### config.mk
export PLATFORM = sky130hd
export DESIGN_NAME = touch_sample_average_and_map_flat
export DESIGN_NICKNAME = d
export VERILOG_FILES = /design/src/sv/tsam_pkg.sv /design/src/sv/tsam_smp_if.sv /design/src/sv/tsam_pos_if.sv /design/src/sv/touch_sample_average_and_map.sv /design/src/sv/tsam_cfg.sv /design/src/sv/tsam_div.sv /design/src/flat_wrapper.sv
export SDC_FILE = /design/constraint.sdc
export NUM_CORES = 1
export LEC_CHECK = 0
export BUFFER_PORTS_ARGS = -buffer_cell sky130_fd_sc_hd__buf_2
export CORE_AREA = 2 2 235 237
export CTS_CLUSTER_DIAMETER = 120
export DETAILED_ROUTE_END_ITERATION = 10
export DIE_AREA = 0 0 237 239
export PLACE_DENSITY = 0.77
export SLEW_MARGIN = 20
export SYNTH_ARGS = -nofsm -noshare
export SYNTH_HDL_FRONTEND = slang
export SYNTH_SLANG_ARGS = --single-unit
### constraint.sdc
create_clock -name i_clk -period 16.6 [get_ports i_clk]
set_clock_uncertainty 0.1 [all_clocks]
set_input_delay 0.83 -clock i_clk [delete_from_list [all_inputs] [get_ports i_clk]]
set_output_delay 0.83 -clock i_clk [all_outputs]
set_load 0.1 [all_outputs]
### src/sv/tsam_pkg.sv
`timescale 1ns / 1ps
// tsam_pkg: shared types and constants of the touch sample averager.
// No dependencies; used by the config bank, the divider and the top level.
package tsam_pkg;

    localparam int RAW_W   = 16;           // raw sample and window width
    localparam int SUM_W   = 19;           // accumulator width
    localparam int CNT_W   = 3;            // sample counter width
    localparam int SCR_W   = 10;           // screen coordinate and scale width
    localparam int CIDX_W  = 3;            // config register index width
    localparam int DIV_AW  = RAW_W + SCR_W; // dividend width of the shared divider
    localparam int DIV_BW  = RAW_W;         // divisor width of the shared divider

    // config register indexes
    localparam logic [CIDX_W-1:0] REG_X_LOW   = 3'd0;
    localparam logic [CIDX_W-1:0] REG_X_HIGH  = 3'd1;
    localparam logic [CIDX_W-1:0] REG_Y_LOW   = 3'd2;
    localparam logic [CIDX_W-1:0] REG_Y_HIGH  = 3'd3;
    localparam logic [CIDX_W-1:0] REG_SCALE_Y = 3'd4;
    localparam logic [CIDX_W-1:0] REG_SCALE_X = 3'd5;
    localparam logic [CIDX_W-1:0] REG_ORIENT  = 3'd6;

    // orientation codes
    localparam logic [1:0] ORIENT_LAND     = 2'd0;
    localparam logic [1:0] ORIENT_PORT     = 2'd1;
    localparam logic [1:0] ORIENT_PORT_MIR = 2'd2;
    localparam logic [1:0] ORIENT_LAND_MIR = 2'd3;

    typedef struct packed {
        logic [RAW_W-1:0] x_low;
        logic [RAW_W-1:0] x_high;
        logic [RAW_W-1:0] y_low;
        logic [RAW_W-1:0] y_high;
        logic [SCR_W-1:0] scale_y;   // applied to the X axis value
        logic [SCR_W-1:0] scale_x;   // applied to the Y axis value
        logic [1:0]       orient;
    } t_cfg;

    // a - b, floored at zero
    function automatic logic [SCR_W-1:0] sub_sat(input logic [SCR_W-1:0] a,
                                                 input logic [SCR_W-1:0] b);
        return (a > b) ? (a - b) : '0;
    endfunction

endpackage

### src/sv/tsam_smp_if.sv
`timescale 1ns / 1ps
// tsam_smp_if: valid/ready channel carrying one raw X/Y sample pair.
// Depends on nothing.
interface tsam_smp_if;
    logic        valid;
    logic        ready;
    logic [15:0] sample_x;
    logic [15:0] sample_y;

    modport source (output valid, output sample_x, output sample_y, input ready);
    modport sink   (input valid, input sample_x, input sample_y, output ready);
endinterface

### src/sv/tsam_pos_if.sv
`timescale 1ns / 1ps
// tsam_pos_if: valid/ready channel carrying one screen coordinate pair.
// Depends on nothing.
interface tsam_pos_if;
    logic       valid;
    logic       ready;
    logic [9:0] screen_x;
    logic [9:0] screen_y;

    modport source (output valid, output screen_x, output screen_y, input ready);
    modport sink   (input valid, input screen_x, input screen_y, output ready);
endinterface

### src/sv/touch_sample_average_and_map.sv
`timescale 1ns / 1ps
// touch_sample_average_and_map: averages raw touch pairs and maps them to screen.
// Depends on tsam_pkg, tsam_smp_if, tsam_pos_if, tsam_cfg and tsam_div.
//
//  channel   dir  transfer when          payload
//  i_smp     in   valid & ready          sample_x[15:0], sample_y[15:0]
//  o_pos     out  valid & ready          screen_x[9:0],  screen_y[9:0]
//  i_cfg_*   in   i_cfg_we high          i_cfg_idx[2:0], i_cfg_data[15:0]
//
// Sample pairs that do not complete a group are taken back to back.
// The pair that completes the group starts the sequencer: two averages on the shared
// multiplier (reciprocal of the count), then per axis clamp/diff/multiply
// and one serial divide by the span (skipped on a zero span), then one mapping
// step: i_smp is not ready from that transfer until the mapping step is done.
// Synchronous active-low reset clears sums, counter,
// sequencer and output valid. A stalled o_pos holds its coordinate; new samples are
// still taken meanwhile, only the final mapping step waits for the output register.
module touch_sample_average_and_map #(
    parameter int SAMPLE_COUNT  = 5,
    parameter int SCREEN_WIDTH  = 480,
    parameter int SCREEN_HEIGHT = 320
) (
    input  logic                         i_clk,
    input  logic                         i_rst_n,
    tsam_smp_if.sink                     i_smp,
    tsam_pos_if.source                   o_pos,
    input  logic                         i_cfg_we,
    input  logic [tsam_pkg::CIDX_W-1:0]  i_cfg_idx,
    input  logic [tsam_pkg::RAW_W-1:0]   i_cfg_data
);
    import tsam_pkg::*;

    // sequencer states
    localparam logic [3:0] ST_IDLE  = 4'd0;  // accumulating samples
    localparam logic [3:0] ST_AVGX  = 4'd1;  // sum_x times reciprocal of the count
    localparam logic [3:0] ST_AVGY  = 4'd2;  // sum_y times reciprocal of the count
    localparam logic [3:0] ST_CLAMP = 4'd3;  // clamp average into window, span
    localparam logic [3:0] ST_DIFF  = 4'd4;  // offset from low
    localparam logic [3:0] ST_MUL   = 4'd5;  // offset * full scale, launch divide
    localparam logic [3:0] ST_SCALE = 4'd6;  // dividing by the span
    localparam logic [3:0] ST_MAP   = 4'd7;  // orientation mapping to output

    localparam logic [CNT_W-1:0] LAST_CNT = CNT_W'(SAMPLE_COUNT);
    localparam logic [SCR_W-1:0] SCR_WID  = SCR_W'(SCREEN_WIDTH);
    localparam logic [SCR_W-1:0] SCR_HGT  = SCR_W'(SCREEN_HEIGHT);

    // sum / count as (sum * ceil(2^K / count)) >> K, exact for any 19-bit sum
    localparam int RCP_L = $clog2(SAMPLE_COUNT);
    localparam int RCP_K = SUM_W + RCP_L;
    localparam int RCP_W = SUM_W + 2;
    localparam int MUL_W = SUM_W + RCP_W;
    localparam logic [RCP_W-1:0] RCP =
        RCP_W'(((64'd1 << RCP_K) + 64'(SAMPLE_COUNT) - 64'd1) / 64'(SAMPLE_COUNT));

    t_cfg cfg;

    tsam_cfg u_cfg (
        .i_clk   (i_clk),
        .i_rst_n (i_rst_n),
        .i_we    (i_cfg_we),
        .i_idx   (i_cfg_idx),
        .i_data  (i_cfg_data),
        .o_cfg   (cfg)
    );

    logic              div_done;
    logic [DIV_AW-1:0] div_quot;

    logic [3:0]        r_state, n_state;
    logic [SUM_W-1:0]  r_sum_x, n_sum_x;
    logic [SUM_W-1:0]  r_sum_y, n_sum_y;
    logic [CNT_W-1:0]  r_cnt, n_cnt;
    logic              r_axis, n_axis;        // 0: X axis value, 1: Y axis value
    logic [SUM_W-1:0]  r_avg_x, n_avg_x;
    logic [SUM_W-1:0]  r_avg_y, n_avg_y;
    logic [RAW_W-1:0]  r_clamp, n_clamp;
    logic [RAW_W-1:0]  r_diff, n_diff;
    logic [RAW_W-1:0]  r_span, n_span;
    logic [SCR_W-1:0]  r_tx, n_tx;
    logic [SCR_W-1:0]  r_ty, n_ty;
    logic              r_div_start, n_div_start;
    logic [DIV_AW-1:0] r_div_a, n_div_a;
    logic [DIV_BW-1:0] r_div_b, n_div_b;
    logic              r_out_valid, n_out_valid;
    logic [SCR_W-1:0]  r_out_x, n_out_x;
    logic [SCR_W-1:0]  r_out_y, n_out_y;

    tsam_div u_div (
        .i_clk      (i_clk),
        .i_rst_n    (i_rst_n),
        .i_start    (r_div_start),
        .i_dividend (r_div_a),
        .i_divisor  (r_div_b),
        .o_done     (div_done),
        .o_quot     (div_quot)
    );

    // per-axis operand selection
    logic [SUM_W-1:0]  ax_avg;
    logic [RAW_W-1:0]  ax_lo, ax_hi;
    logic [SCR_W-1:0]  ax_full;
    logic [SUM_W-1:0]  clamp_lo;
    logic              accept;
    logic [SUM_W-1:0]  add_x, add_y;
    logic [CNT_W-1:0]  cnt_inc;
    logic [SCR_W-1:0]  map_x, map_y;
    // shared multiplier: averages, then offset * full scale
    logic [SUM_W-1:0]  mul_a;
    logic [RCP_W-1:0]  mul_b;
    logic [MUL_W-1:0]  mul_p;

    assign accept = i_smp.valid && i_smp.ready;

    always_comb begin
        ax_avg  = r_axis ? r_avg_y : r_avg_x;
        ax_lo   = r_axis ? cfg.y_low : cfg.x_low;
        ax_hi   = r_axis ? cfg.y_high : cfg.x_high;
        ax_full = r_axis ? cfg.scale_x : cfg.scale_y;

        // raise to low first, then lower to high (inverted window ends at high)
        clamp_lo = (ax_avg < {{(SUM_W-RAW_W){1'b0}}, ax_lo})
                   ? {{(SUM_W-RAW_W){1'b0}}, ax_lo} : ax_avg;

        add_x   = r_sum_x + {{(SUM_W-RAW_W){1'b0}}, i_smp.sample_x};
        add_y   = r_sum_y + {{(SUM_W-RAW_W){1'b0}}, i_smp.sample_y};
        cnt_inc = r_cnt + 1'b1;

        case (r_state)
            ST_AVGX: begin
                mul_a = r_sum_x;
                mul_b = RCP;
            end
            ST_AVGY: begin
                mul_a = r_sum_y;
                mul_b = RCP;
            end
            default: begin
                mul_a = {{(SUM_W-RAW_W){1'b0}}, r_diff};
                mul_b = {{(RCP_W-SCR_W){1'b0}}, ax_full};
            end
        endcase
        mul_p = MUL_W'(mul_a) * MUL_W'(mul_b);

        case (cfg.orient)
            ORIENT_LAND: begin
                map_x = r_ty;
                map_y = sub_sat(SCR_HGT, r_tx);
            end
            ORIENT_PORT: begin
                map_x = r_tx;
                map_y = r_ty;
            end
            ORIENT_PORT_MIR: begin
                map_x = sub_sat(SCR_WID, r_tx);
                map_y = sub_sat(SCR_HGT, r_ty);
            end
            default: begin
                map_x = sub_sat(SCR_HGT, r_ty);
                map_y = r_tx;
            end
        endcase
    end

    always_comb begin
        n_state     = r_state;
        n_sum_x     = r_sum_x;
        n_sum_y     = r_sum_y;
        n_cnt       = r_cnt;
        n_axis      = r_axis;
        n_avg_x     = r_avg_x;
        n_avg_y     = r_avg_y;
        n_clamp     = r_clamp;
        n_diff      = r_diff;
        n_span      = r_span;
        n_tx        = r_tx;
        n_ty        = r_ty;
        n_div_start = 1'b0;
        n_div_a     = r_div_a;
        n_div_b     = r_div_b;
        n_out_x     = r_out_x;
        n_out_y     = r_out_y;
        n_out_valid = r_out_valid && !o_pos.ready;

        case (r_state)
            ST_IDLE: begin
                if (accept) begin
                    n_sum_x = add_x;
                    n_sum_y = add_y;
                    n_cnt   = cnt_inc;
                    if (cnt_inc == LAST_CNT) begin
                        // group complete: average X first
                        n_cnt   = '0;
                        n_state = ST_AVGX;
                    end
                end
            end
            ST_AVGX: begin
                // average never exceeds a raw sample, 16 bits hold it
                n_avg_x = {{(SUM_W-RAW_W){1'b0}}, mul_p[RCP_K +: RAW_W]};
                n_sum_x = '0;
                n_state = ST_AVGY;
            end
            ST_AVGY: begin
                n_avg_y = {{(SUM_W-RAW_W){1'b0}}, mul_p[RCP_K +: RAW_W]};
                n_sum_y = '0;
                n_axis  = 1'b0;
                n_state = ST_CLAMP;
            end
            ST_CLAMP: begin
                n_clamp = (clamp_lo > {{(SUM_W-RAW_W){1'b0}}, ax_hi})
                          ? ax_hi : clamp_lo[RAW_W-1:0];
                n_span  = (ax_hi > ax_lo) ? (ax_hi - ax_lo) : '0;
                n_state = ST_DIFF;
            end
            ST_DIFF: begin
                n_diff  = (r_clamp > ax_lo) ? (r_clamp - ax_lo) : '0;
                n_state = ST_MUL;
            end
            ST_MUL: begin
                if (r_span == '0) begin
                    // empty window scales to zero, no divide
                    if (r_axis) begin
                        n_ty    = '0;
                        n_state = ST_MAP;
                    end else begin
                        n_tx    = '0;
                        n_axis  = 1'b1;
                        n_state = ST_CLAMP;
                    end
                end else begin
                    // offset * full scale < 2^26
                    n_div_a     = mul_p[DIV_AW-1:0];
                    n_div_b     = r_span;
                    n_div_start = 1'b1;
                    n_state     = ST_SCALE;
                end
            end
            ST_SCALE: begin
                if (div_done) begin
                    // offset never exceeds span, so quotient <= full scale
                    if (r_axis) begin
                        n_ty    = div_quot[SCR_W-1:0];
                        n_state = ST_MAP;
                    end else begin
                        n_tx    = div_quot[SCR_W-1:0];
                        n_axis  = 1'b1;
                        n_state = ST_CLAMP;
                    end
                end
            end
            ST_MAP: begin
                if (!r_out_valid || o_pos.ready) begin
                    n_out_x     = map_x;
                    n_out_y     = map_y;
                    n_out_valid = 1'b1;
                    n_state     = ST_IDLE;
                end
            end
            default: begin
                n_state = ST_IDLE;
            end
        endcase
    end

    always_ff @(posedge i_clk) begin
        if (!i_rst_n) begin
            r_state     <= ST_IDLE;
            r_sum_x     <= '0;
            r_sum_y     <= '0;
            r_cnt       <= '0;
            r_axis      <= 1'b0;
            r_div_start <= 1'b0;
            r_out_valid <= 1'b0;
        end else begin
            r_state     <= n_state;
            r_sum_x     <= n_sum_x;
            r_sum_y     <= n_sum_y;
            r_cnt       <= n_cnt;
            r_axis      <= n_axis;
            r_div_start <= n_div_start;
            r_out_valid <= n_out_valid;
        end
        r_avg_x <= n_avg_x;
        r_avg_y <= n_avg_y;
        r_clamp <= n_clamp;
        r_diff  <= n_diff;
        r_span  <= n_span;
        r_tx    <= n_tx;
        r_ty    <= n_ty;
        r_div_a <= n_div_a;
        r_div_b <= n_div_b;
        r_out_x <= n_out_x;
        r_out_y <= n_out_y;
    end

    assign i_smp.ready    = (r_state == ST_IDLE);
    assign o_pos.valid    = r_out_valid;
    assign o_pos.screen_x = r_out_x;
    assign o_pos.screen_y = r_out_y;

endmodule

### src/sv/tsam_cfg.sv
`timescale 1ns / 1ps
// tsam_cfg: calibration and orientation register bank, write-only.
// Depends on tsam_pkg.
module tsam_cfg (
    input  logic                       i_clk,
    input  logic                       i_rst_n,
    input  logic                       i_we,
    input  logic [tsam_pkg::CIDX_W-1:0] i_idx,
    input  logic [tsam_pkg::RAW_W-1:0]  i_data,
    output tsam_pkg::t_cfg             o_cfg
);
    import tsam_pkg::*;

    t_cfg r_cfg;
    t_cfg n_cfg;

    always_comb begin
        n_cfg = r_cfg;
        if (i_we) begin
            case (i_idx)
                REG_X_LOW:   n_cfg.x_low   = i_data;
                REG_X_HIGH:  n_cfg.x_high  = i_data;
                REG_Y_LOW:   n_cfg.y_low   = i_data;
                REG_Y_HIGH:  n_cfg.y_high  = i_data;
                REG_SCALE_Y: n_cfg.scale_y = i_data[SCR_W-1:0];
                REG_SCALE_X: n_cfg.scale_x = i_data[SCR_W-1:0];
                REG_ORIENT:  n_cfg.orient  = i_data[1:0];
                default:     n_cfg = r_cfg;   // unused index: dropped
            endcase
        end
    end

    always_ff @(posedge i_clk) begin
        if (!i_rst_n) begin
            r_cfg.x_low   <= '0;
            r_cfg.x_high  <= '1;
            r_cfg.y_low   <= '0;
            r_cfg.y_high  <= '1;
            r_cfg.scale_y <= SCR_W'(480);
            r_cfg.scale_x <= SCR_W'(320);
            r_cfg.orient  <= ORIENT_LAND;
        end else begin
            r_cfg <= n_cfg;
        end
    end

    assign o_cfg = r_cfg;

endmodule

### src/sv/tsam_div.sv
`timescale 1ns / 1ps
// tsam_div: restoring radix-2 unsigned divider, one quotient bit per cycle.
// Depends on tsam_pkg. Divisor must be non-zero.
module tsam_div (
    input  logic                        i_clk,
    input  logic                        i_rst_n,
    input  logic                        i_start,
    input  logic [tsam_pkg::DIV_AW-1:0] i_dividend,
    input  logic [tsam_pkg::DIV_BW-1:0] i_divisor,
    output logic                        o_done,
    output logic [tsam_pkg::DIV_AW-1:0] o_quot
);
    import tsam_pkg::*;

    localparam int CW = $clog2(DIV_AW);
    localparam logic [CW-1:0] LAST = CW'(DIV_AW - 1);

    logic              r_busy, n_busy;
    logic              r_done, n_done;
    logic [CW-1:0]     r_cnt, n_cnt;
    logic [DIV_AW-1:0] r_quo, n_quo;
    logic [DIV_BW-1:0] r_rem, n_rem;
    logic [DIV_BW-1:0] r_dvs, n_dvs;

    logic [DIV_BW:0]   rem_sh;
    logic [DIV_BW:0]   rem_diff;
    logic              ge;

    always_comb begin
        rem_sh   = {r_rem, r_quo[DIV_AW-1]};
        rem_diff = rem_sh - {1'b0, r_dvs};
        ge       = (rem_sh >= {1'b0, r_dvs});

        n_busy = r_busy;
        n_done = 1'b0;
        n_cnt  = r_cnt;
        n_quo  = r_quo;
        n_rem  = r_rem;
        n_dvs  = r_dvs;

        if (i_start) begin
            n_busy = 1'b1;
            n_cnt  = '0;
            n_quo  = i_dividend;
            n_rem  = '0;
            n_dvs  = i_divisor;
        end else if (r_busy) begin
            // remainder stays below the divisor, so 16 bits hold it
            n_rem = ge ? rem_diff[DIV_BW-1:0] : rem_sh[DIV_BW-1:0];
            n_quo = {r_quo[DIV_AW-2:0], ge};
            n_cnt = r_cnt + 1'b1;
            if (r_cnt == LAST) begin
                n_busy = 1'b0;
                n_done = 1'b1;
            end
        end
    end

    always_ff @(posedge i_clk) begin
        if (!i_rst_n) begin
            r_busy <= 1'b0;
            r_done <= 1'b0;
            r_cnt  <= '0;
        end else begin
            r_busy <= n_busy;
            r_done <= n_done;
            r_cnt  <= n_cnt;
        end
        r_quo <= n_quo;
        r_rem <= n_rem;
        r_dvs <= n_dvs;
    end

    assign o_done = r_done;
    assign o_quot = r_quo;

endmodule

### src/flat_wrapper.sv
// flat-port wrapper written by rule: the top's interface ports become plain ports
module touch_sample_average_and_map_flat import tsam_pkg::*;
#(
    parameter int SAMPLE_COUNT  = 5,
    parameter int SCREEN_WIDTH  = 480,
    parameter int SCREEN_HEIGHT = 320
)
  (i_clk, i_rst_n, i_cfg_we, i_cfg_idx, i_cfg_data, i_smp_valid, i_smp_sample_x, i_smp_sample_y, i_smp_ready, o_pos_valid, o_pos_screen_x, o_pos_screen_y, o_pos_ready);
  tsam_smp_if i_smp_i ();
  tsam_pos_if o_pos_i ();
  input  logic i_clk;
  input  logic i_rst_n;
  input  logic i_cfg_we;
  input  logic [tsam_pkg::CIDX_W-1:0] i_cfg_idx;
  input  logic [tsam_pkg::RAW_W-1:0] i_cfg_data;
  input wire logic [$bits(i_smp_i.valid)-1:0] i_smp_valid;
  input wire logic [$bits(i_smp_i.sample_x)-1:0] i_smp_sample_x;
  input wire logic [$bits(i_smp_i.sample_y)-1:0] i_smp_sample_y;
  output wire logic [$bits(i_smp_i.ready)-1:0] i_smp_ready;
  output wire logic [$bits(o_pos_i.valid)-1:0] o_pos_valid;
  output wire logic [$bits(o_pos_i.screen_x)-1:0] o_pos_screen_x;
  output wire logic [$bits(o_pos_i.screen_y)-1:0] o_pos_screen_y;
  input wire logic [$bits(o_pos_i.ready)-1:0] o_pos_ready;
  assign i_smp_i.valid = i_smp_valid;
  assign i_smp_i.sample_x = i_smp_sample_x;
  assign i_smp_i.sample_y = i_smp_sample_y;
  assign i_smp_ready = i_smp_i.ready;
  assign o_pos_valid = o_pos_i.valid;
  assign o_pos_screen_x = o_pos_i.screen_x;
  assign o_pos_screen_y = o_pos_i.screen_y;
  assign o_pos_i.ready = o_pos_ready;
  touch_sample_average_and_map #(.SAMPLE_COUNT(SAMPLE_COUNT), .SCREEN_WIDTH(SCREEN_WIDTH), .SCREEN_HEIGHT(SCREEN_HEIGHT)) u_core (.i_clk(i_clk), .i_rst_n(i_rst_n), .i_smp(i_smp_i), .o_pos(o_pos_i), .i_cfg_we(i_cfg_we), .i_cfg_idx(i_cfg_idx), .i_cfg_data(i_cfg_data));
endmodule
# Word-level counts from Yosys, hierarchy flattened
# Cells that the tools add are included.
dict set report op_classes {
  addsub 10
  n_mul 1
  n_lt_le_gt_ge 8
  n_eq_ne 26
  n_mux 48
  n_bitwise 3
  reduce_logical 34
}
# operator n
set ops {}
lappend ops {{10-bit two-way mux} 12}
lappend ops {{19-bit case mux with 2 select lines} 3}
lappend ops {{16-bit two-way mux} 5}
lappend ops {{10-bit case mux with 3 select lines} 2}
lappend ops {{19-bit two-way mux} 3}
lappend ops {{26-bit two-way mux} 2}
lappend ops {{16-bit subtractor} 3}
lappend ops {{10-bit case mux with 2 select lines} 2}
lappend ops {{19-bit by 16-bit adder with 19-bit output} 2}
lappend ops {{19-bit by 20-bit multiplier with 38-bit output} 1}
lappend ops {{16-bit greater-than comparator} 2}
lappend ops {{4-bit case mux with 8 select lines} 1}
lappend ops {{9-bit by 10-bit greater-than comparator with 1-bit output, first input constant} 3}
lappend ops {{9-bit by 10-bit subtractor with 10-bit output, first input constant} 3}
lappend ops {{2-bit AND reduction} 13}
lappend ops {{20-bit two-way mux} 1}
lappend ops {{4-bit two-way mux} 5}
lappend ops {{19-bit by 16-bit greater-than comparator with 1-bit output} 1}
lappend ops {{19-bit by 16-bit < comparator with 1-bit output} 1}
lappend ops {{17-bit by 16-bit greater-or-equal comparator with 1-bit output} 1}
lappend ops {{4-bit by 3-bit == test with 1-bit output, second input constant} 4}
lappend ops {{16-bit zero test} 1}
lappend ops {{3-bit == test, second input constant} 4}
lappend ops {{2-bit != test, second input constant} 5}
lappend ops {{27 further kinds} 50}
dict set report totals {
  ff_bits 361
  elab_cells 161
}

# Logic depth before layout (Yosys ltp)
dict set report logic_depth {
  word_depth 5
  depth_mapped 29
  mapped_depth_nobuf 27
}

# Hierarchy
# From an unflattened synthesis, not the netlist that was laid out.
dict set report unflattened {
  hier_cells 3068
  hier_area_um2 29737.3
}
# module n_inst cells_each area_per_inst_um2 seq_area_each_um2
set by_module_without_submodules {}
lappend by_module_without_submodules {touch_sample_average_and_map 1 2404 22773.1 5805.6}
lappend by_module_without_submodules {tsam_div 1 344 3622.2 1721.7}
lappend by_module_without_submodules {tsam_cfg 1 320 3342.0 1721.7}

# Worst setup path before layout
# Ideal clock, no wire load.
dict set report synth_path {
  path_type {reg-to-reg}
  from {reg u_core.r_state[0]}
  to {reg u_core.r_avg_x[9] (data pin)}
  arrival_ns 6.646
  setup_slack_ns 9.662
  path_stages_with_launch 28
  n_path_buf 2
  cell_sequence {dfxtp_1 buf_2 nor2_1 nand2_1 inv_1 buf_1 a22oi_1 inv_1 a21oi_1 nor2_1 fa_1 fa_1 inv_1 fa_1 inv_1 fa_1 inv_1 fa_1 fa_1 inv_1 ha_1 inv_1 a2111oi_1 nor2_1 o211ai_1 a21boi_1 mux2i_1 a311oi_1}
}
dict set report synth_between {
  elab_chain_cells 4
  elab_cells_between_ends 6
  cone_classes {mul: 1; eq/ne: 2; mux: 2; reduce/logical: 1}
}
# item line_no
set synth_lines {}
lappend synth_lines {{from (decl)} touch_sample_average_and_map.sv:69} ;# logic [3:0] r_state, n_state;
lappend synth_lines {{from (signal assigned)} touch_sample_average_and_map.sv:275} ;# r_state <= n_state;
lappend synth_lines {{4-bit by 1-bit == test with 1-bit output or 4-bit by 2-bit == test with 1-bit output (tied branches)} touch_sample_average_and_map.sv:128} ;# case (r_state)
lappend synth_lines {{2-bit OR reduction (no line)} n/a}
lappend synth_lines {{20-bit two-way mux} touch_sample_average_and_map.sv:128}
lappend synth_lines {{19-bit by 20-bit multiplier with 38-bit output *} touch_sample_average_and_map.sv:142} ;# mul_p = MUL_W'(mul_a) * MUL_W'(mul_b);
lappend synth_lines {{net u_core.mul_p[31]} touch_sample_average_and_map.sv:110} ;# logic [MUL_W-1:0] mul_p;
lappend synth_lines {{to (signal assigned)} touch_sample_average_and_map.sv:283} ;# r_avg_x <= n_avg_x;
lappend synth_lines {{to (decl)} touch_sample_average_and_map.sv:74} ;# logic [SUM_W-1:0] r_avg_x, n_avg_x;
# The timed path passes the listed nets; every way through them passes the cells marked *.
# A chain may end at the register's enable or synchronous reset.

# Worst setup path in the final report
dict set report layout_path {
  from {reg u_core.r_state[2]}
  to {reg u_core.r_avg_y[9] (data pin)}
}
dict set report layout_between {
  elab_chain_cells 4
  elab_cells_between_ends 6
  cone_classes {mul: 1; eq/ne: 2; mux: 2; reduce/logical: 1}
}
# item line_no
set layout_lines {}
lappend layout_lines {{4-bit by 1-bit == test with 1-bit output or 4-bit by 2-bit == test with 1-bit output (tied branches)} touch_sample_average_and_map.sv:128}
lappend layout_lines {{2-bit OR reduction (no line)} n/a}
lappend layout_lines {{20-bit two-way mux} touch_sample_average_and_map.sv:128}
lappend layout_lines {{19-bit by 20-bit multiplier with 38-bit output *} touch_sample_average_and_map.sv:142}
lappend layout_lines {{net u_core.mul_p[31]} touch_sample_average_and_map.sv:110}
lappend layout_lines {{to (signal assigned)} touch_sample_average_and_map.sv:284} ;# r_avg_y <= n_avg_y;
lappend layout_lines {{to (decl)} touch_sample_average_and_map.sv:75} ;# logic [SUM_W-1:0] r_avg_y, n_avg_y;
# Marks and branches as above.

==> run_results.csv <==
group,metric,value,unit
clock_tree,clk_pin_slew,0.06,ns
sta,max-slew-margin-rel,21.5,%
final_layout,area_growth,8.02,%
global_route,antenna_found_initial,0,
placement,gp_congestion,0.957,
critical_path,setup.worst_path.end_class,"flip-flop",
critical_path,startpoint_type,"flip-flop",
clock_tree,cts_hold_buf,0,
floorplan,rows,86,
drt,drtIter0Drc,2039,
synth,syn_avg_cell_area,9.51,sq um
critical_path,crit_buf_inv,8,
synth,ys_types,84,
synth,synth_area_leaders,"edfxtp_1 (21%), fa_1 (15%), ha_1 (11%)",
floorplan,fp.coreArea,54300,sq um
placement,pre_cts_ws,7.20,ns
outcome,status,"complete, no violations",
floorplan,io_pins,78,
synth,synth_cells,3098,
sta,tightest_slew,1.17,ns
drt,antenna_left,0,
clock_tree,cts-root-buf,"clkbuf_16",
drt,drt_wl_total,72300,um
clock_tree,cts_tree,"built",
final_layout,nets,3688,
flow_run,maxCapViolCount,0,
critical_path,cpMostUsedCell,"inv_1",
placement,dp_hpwl,55800,um
synth,synth_edf_count,204,
clock_tree,cts-resized-gates,0,
min_path,min_path_type,"flip-flop to flip-flop",
placement,port_buffers,77,
synth,yosysWarnings,0,
critical_path,slowest_delay,1.03,ns
clock_tree,clock_latency,0.58,ns
sta,max_freq,0.102,GHz
global_route,grt_pass1_wl,116000,um
final_layout,fin_area,31800,sq um
sta,drv_slew,0,
critical_path,critPathArrivalTime,10.04,ns
clock_tree,cts_made_buffers,40,
critical_path,critPathSlowestCell,"a2111oi_1",
clock_tree,htree_levels,2,
synth,synth_top_area_share,20.8,%
critical_path,crit_required,16.86,ns
clock_tree,clock_path_buffers,3,
global_route,grtUsageTotal,26.0,%
min_path,hold_depth,0,
sta,setup_viol,0,
final_layout,final_common_cell,"inv_1",
synth,ys_seq_elements,360,
placement,dpl_cell_area,30500,sq um
clock_tree,cts_sinks,360,
final_layout,antenna_cells,0,
global_route,overflow,0,
sta,hold_violations,0,
drt,drt_first_pass_iters,7,
floorplan,die_h,239,um
final_layout,layout_common_cells,"inv_1 (416), nand2_1 (344), ha_1 (261), fa_1 (228), edfxtp_1 (204)",
sta,rsz0062_at_grt,"no",
sta,setup_ws,6.82,ns
clock_tree,cts_setup_buffers,0,
floorplan,die-width,237,um
drt,vias_per_cell,5.79,
global_route,grt_pass1_vias,21645,
drt,vias,22467,
critical_path,crit_type,"flip-flop to flip-flop",
global_route,grt_max_degree,94,
synth,synth_ff_type,"edfxtp_1",
sta,tns,0,ns
drt,wl_per_cell,18.6,um
critical_path,reg2regPathDepth,25,
floorplan,start_util,54.2,%
synth,yosysSeqAreaShare,31.4,%
critical_path,cp_max_fo,48,
critical_path,critical-path-top-delay-family,"adder cells",
synth,async_flop_share,0,%
critical_path,worst-path-stages,25,
synth,synth_area_leader_cell,"edfxtp_1",
final_layout,layout-drive-gt1-share,7.87,%
synth,synth_area,29500,sq um
sta,period_share,58.9,%
drt,drc_errors,0,
sta,min_period,9.78,ns
floorplan,die_area,56600,sq um
## sequential cells by signal (all words and copies together), names as in the netlist, 19 cells and up
signal               count
u_core.u_cfg.o_cfg      86
u_core.r_div_a          26
u_core.u_div.o_quot     26
u_core.r_sum_x          19
u_core.r_sum_y          19
## worst reg2reg max path, stage by stage, from the launching register on
cell and delay, ns:
dfxtp_1 0.75, inv_1 0.12, nand2b_1 0.53, inv_2 0.59
a22oi_1 0.41, inv_1 0.21, a21oi_1 0.69, nor2_1 0.15
fa_1 0.47, fa_1 0.49, inv_1 0.05, fa_1 0.53
inv_1 0.05, fa_1 0.50, inv_1 0.05, fa_1 0.46
fa_1 0.58, inv_1 0.06, ha_1 0.32, inv_1 0.09
a2111oi_1 1.03, nor2_1 0.19, o211ai_1 0.49, a21boi_1 0.18
mux2i_1 0.15, a311oi_1 0.33
## metrics by stage
stage | utilization (%) | hold WS, ns | instances
2_1_floorplan | - | 0.300 | 3111
3_3_place_gp | 56.2 | 0.301 | 3805
3_5_place_dp | 56.2 | 0.305 | 3805
4_1_cts | 58.6 | 0.313 | 3879
5_1_grt | 58.6 | 0.318 | 3879
6_report | 58.6 | 0.310 | 3879
## layout make-up
cell class	instances	area [sq um]
fill	4646	22500
multi-input combinational	2224	18300
sequential	360	9250
inverter	418	1570
clock buffer	49	1080
tap	704	881
timing repair buffer	99	553
clock inverter	25	221
## routing by layer
metal | global-route usage (%) | wire, um | up-vias
li1 | - | - | 10654
met1 | 35.7 | 30800 | 10827
met2 | 41.2 | 32700 | 854
met3 | 4.82 | 6240 | 132
met4 | 9.24 | 2520 | 0
met5 | 0 | 0 | -
## Yosys cell counts (all sizes together) (38+ instances only)
cell type    n
a21boi      62
a21o        49
a21oi      125
a22o        38
and2        41
clkbuf      87
dfxtp      156
edfxtp     204
fa         228
ha         261
inv        418
mux2        46
mux2i       86
nand2      344
nand2b      39
nand3      102
nor2       202
nor3        41
o21ai      101
xnor2       56
xor2        39
## path summary, 6_finish.rpt
path / from / slack (ns) / endpoint
min: u_core.r_div_b[11]$_DFFE_PP_ / 0.31 / u_core.u_div.r_dvs[11]$_DFFE_PP_
max reg2reg: u_core.r_state[2]$_SDFFE_PN0P_ / 6.82 / u_core.r_avg_y[9]$_DFFE_PN_
max: u_core.r_state[2]$_SDFFE_PN0P_ / 6.82 / u_core.r_avg_y[9]$_DFFE_PN_
min reg2reg: u_core.r_div_b[11]$_DFFE_PP_ / 0.31 / u_core.u_div.r_dvs[11]$_DFFE_PP_
## kinds of logic after synthesis
family	share of synthesized area (%)
simple gates	14.8
compound gates	12.9
buf+inv	6.82
fa+ha+maj	26.6
flops	31.4
mux	4.68
xor+xnor	2.82
other cells	0.0255
Power is not shown: default switching activity piles up to over one toggle a cycle in this logic, so the estimate is an artifact.
